File: src/rtl/core/tcw_pkg.sv
package tcw_pkg;

    // field widths of the transaction payloads
    localparam int OPC_W  = 1;
    localparam int CHAR_W = 8;
    localparam int ROW_W  = 5;
    localparam int COL_W  = 7;
    localparam int POS_W  = 11;
    localparam int CELL_W = 16;

    typedef logic [CHAR_W-1:0] t_char;
    typedef logic [ROW_W-1:0]  t_row;
    typedef logic [COL_W-1:0]  t_col;
    typedef logic [POS_W-1:0]  t_pos;
    typedef logic [CELL_W-1:0] t_cell;

    // opcodes
    localparam logic OP_PUT  = 1'b0;
    localparam logic OP_READ = 1'b1;

    // cell contents
    localparam t_cell BLANK_CELL = 16'h0720;
    localparam t_char TEXT_ATTR  = 8'h07;

    // special characters
    localparam t_char CH_NUL     = 8'd0;
    localparam t_char CH_NEWLINE = 8'd10;
    localparam t_char CH_RETURN  = 8'd13;

endpackage

File: src/rtl/core/tcw_addr_unit.sv
module tcw_addr_unit #(
    parameter int COLS   = 80,
    parameter int ADDR_W = 11
) (
    input  tcw_pkg::t_row     i_row,
    input  tcw_pkg::t_col     i_col,
    output logic [ADDR_W-1:0] o_addr
);

    // linear cell address: row times a constant column count plus column
    assign o_addr = ADDR_W'(int'(i_row) * COLS + int'(i_col));

endmodule

File: config.mk
export PLATFORM = sky130hd
export DESIGN_NAME = tcw_addr_unit
export DESIGN_NICKNAME = d
export VERILOG_FILES = /design/src/rtl/core/tcw_pkg.sv /design/src/rtl/core/tcw_addr_unit.sv
export SDC_FILE = /design/constraint.sdc
export NUM_CORES = 1
export LEC_CHECK = 0
export BUFFER_PORTS_ARGS = -buffer_cell sky130_fd_sc_hd__buf_2
export CORE_AREA = 2 2 39 41
export DETAILED_ROUTE_END_ITERATION = 16
export DIE_AREA = 0 0 41 43
export GPL_ROUTABILITY_DRIVEN = 0
export GPL_TIMING_DRIVEN = 0
export PLACE_DENSITY = 0.47
export SYNTH_ARGS = -nofsm -noshare
export SYNTH_HDL_FRONTEND = slang
export SYNTH_SLANG_ARGS = --single-unit
export TNS_END_PERCENT = 5
File: constraint.sdc
create_clock -name vclk -period 2.25
set_input_delay 0.1125 -clock vclk [all_inputs]
set_output_delay 0.1125 -clock vclk [all_outputs]
set_load 0.05 [all_outputs]
==> metrics.log <==
INFO  metric via_per_inst = 4.12
INFO  metric placementRows = 14
INFO  metric drc_errors = 0
INFO  metric postSynthNetCount = 54
INFO  metric maximum_number_of_pins_on_one_net_before_global_route_repair = 5
INFO  metric nets = 75
INFO  metric fill_cells = 157
INFO  metric crit_path_cells = buf_2 > ha_1 > ha_1 > fa_1 > xor2_2 > nand4_1 > xnor2_2 > xnor2_2 > buf_6
INFO  metric die_area = 0.00176 mm²
INFO  metric final.setup.worst_slack = 0.122 ns
INFO  metric route.detailed.wl_per_inst = 9.38 µm
INFO  metric seq_cells = 0
INFO  metric chip_width = 41 µm
INFO  metric setup.worst_path.class = primary input to output pin
INFO  metric layout.area.seq = 0 µm²
INFO  metric finalCriticalPeriod = 2.13 ns
INFO  metric initial_utilization = 0.212
INFO  metric n_clock_buffer = 0
INFO  metric crit_fanout = 3
INFO  metric chipHeight = 43 µm
INFO  metric finalSetupViolCount = 0
INFO  metric final.setup.tns = 0 ns
INFO  metric max_cap_viol_count = 0
INFO  metric vdd_drop_max = 0.206 mV
INFO  metric synthesis.yosys.warnings = 0
INFO  metric postRouteAntennaNets = 0
INFO  metric synth_seq_area_share = 0
INFO  metric first_pass_grt_wire_length = 931 µm
INFO  metric final.period_utilization = 0.946
INFO  metric first_pass_detailed_route_iteration_total = 2
INFO  metric post_dp_cell_area = 417 µm²
INFO  metric status = completed
INFO  metric first_global_vias = 262
INFO  metric hold_path.class = primary input to output pin
INFO  metric critPathArrivalTime = 2.02 ns
INFO  metric coreArea = 0.00138 mm²
INFO  metric report.power.total = 0.257 mW
INFO  metric ioPinCount = 23
INFO  metric crit_path_start_kind = primary input
INFO  metric cp_slowest_cell = sky130_fd_sc_hd__fa_1
INFO  metric post_route_cells_drive_above_1_share = 0.520
INFO  metric post-place-cells = 66
INFO  metric timing_worst_slew_pin_value = 0.266 ns
INFO  metric dp.final_hpwl = 560 µm
INFO  metric fin_area = 438 µm²
INFO  metric pwr_cell_area = 588 mW/mm²
INFO  metric dp_worst_setup_slack = -0.0444 ns
INFO  metric buffer_ports.inserted = 19
INFO  metric syn_area_per_cell = 9.48 µm²
INFO  metric leakage = 0.258 nW
INFO  metric area_growth = 48.9%
INFO  metric utilization = 0.316
INFO  metric cts_post_setup_buffers_inserted = 0
INFO  metric max_slew_headroom = 0.822
INFO  metric antenna_cells_inserted = 0
INFO  metric grt_antenna_before_repair = 0
INFO  metric drt-total-wl = 619 µm
INFO  metric multi_input_comb_area = 287 µm²
INFO  metric cpPeakStageDelay = 0.40 ns
INFO  metric synth.cell_area = 294 µm²
INFO  metric num_vias = 272
INFO  metric cp_data_required_time = 2.14 ns
INFO  metric detail_route.iter0.violations = 1
INFO  metric fin_hold_ws = 0.527 ns
INFO  metric timing.final.hold_violations = 0
INFO  metric kind_of_capture_point_of_the_worst_setup_path = output pin
INFO  metric slew_viol_final = 0
INFO  metric yosys.cell_types.count = 10
INFO  metric grt_overflow = 0
INFO  metric grt.total_usage = 0.0721
INFO  metric instances_no_fill = 66
INFO  metric fmax = 0.470 GHz
INFO  metric post_synthesis_cells = 31
==> report_power, final <==
group / switching [mW] / internal, mW
clock network: 0 / 0
registers: 0 / 0
logic: 0.178 / 0.0791
total: 0.178 / 0.0791
==> critical path: cells and delay by family <==
kind / cells / cell delay [ns]
fa+ha+maj: 3 / 0.91
simple gates: 1 / 0.16
xor+xnor: 3 / 0.52
buf+inv: 2 / 0.30
==> Yosys cell counts <==
library cell | n | share of area
sky130_fd_sc_hd__ha_1 | 9 | 0.38
sky130_fd_sc_hd__buf_4 | 4 | 0.10
sky130_fd_sc_hd__xnor2_1 | 4 | 0.12
sky130_fd_sc_hd__a21o_1 | 3 | 0.077
sky130_fd_sc_hd__xor2_1 | 3 | 0.089
sky130_fd_sc_hd__a21oi_1 | 2 | 0.034
sky130_fd_sc_hd__fa_1 | 2 | 0.14
sky130_fd_sc_hd__nand2_1 | 2 | 0.026
sky130_fd_sc_hd__nand4_1 | 1 | 0.021
sky130_fd_sc_hd__nor2_1 | 1 | 0.013
==> final timing paths <==
| path | from | end | slack [ns] | cells past startpoint |
|---|---|---|---|---|
| worst max-delay path | i_row[1] | o_addr[10] | 0.12 | 9 |
| worst min-delay path | i_col[3] | o_addr[3] | 0.53 | 2 |
==> kinds of logic (layout without fill, tap and decap cells) <==
kind of cell / count (synthesis) / in the layout / share of synthesized area
compound gates: 5 / 5 / 0.111
simple gates: 4 / 4 / 0.0596
xor+xnor: 7 / 7 / 0.209
fa+ha+maj: 11 / 11 / 0.519
buf+inv: 4 / 23 / 0.102
==> final cells by class <==
type               instances  area share
repair buffers            19       0.231
well taps                 16      0.0457
multi-input cells         27       0.654
plain buffers              4      0.0686
==> repair_timing <==
action,CTS,global route
setup endpoints to repair,1,1
hold buffers,0,0
resized for setup,1,3
pin swaps,0,1
==> metal layers <==
layer | vias to the layer above | GRT usage | part of all wire
li1 | 142 | - | -
met1 | 122 | 0.0955 | 0.40
met2 | 8 | 0.131 | 0.54
met3 | 0 | 0 | 0.058
met4 | 0 | 0 | 0
met5 | - | 0 | 0
==> cells in the final DEF, fill, tap and decap left out <==
cell type | synthesis | final
sky130_fd_sc_hd__buf_4 | 4 | 4
sky130_fd_sc_hd__a21o_1 | 3 | 3
sky130_fd_sc_hd__xnor2_2 | 0 | 2
sky130_fd_sc_hd__ha_1 | 9 | 9
sky130_fd_sc_hd__xor2_1 | 3 | 2
sky130_fd_sc_hd__xnor2_1 | 4 | 2
sky130_fd_sc_hd__fa_1 | 2 | 2
sky130_fd_sc_hd__buf_6 | 0 | 1
sky130_fd_sc_hd__nor2_1 | 1 | 1
sky130_fd_sc_hd__nand2_1 | 2 | 2
sky130_fd_sc_hd__xor2_2 | 0 | 1
sky130_fd_sc_hd__nand4_1 | 1 | 1
sky130_fd_sc_hd__buf_2 | 0 | 18
sky130_fd_sc_hd__a21oi_1 | 2 | 2
Note: power is estimated with default switching activity, not from simulation.
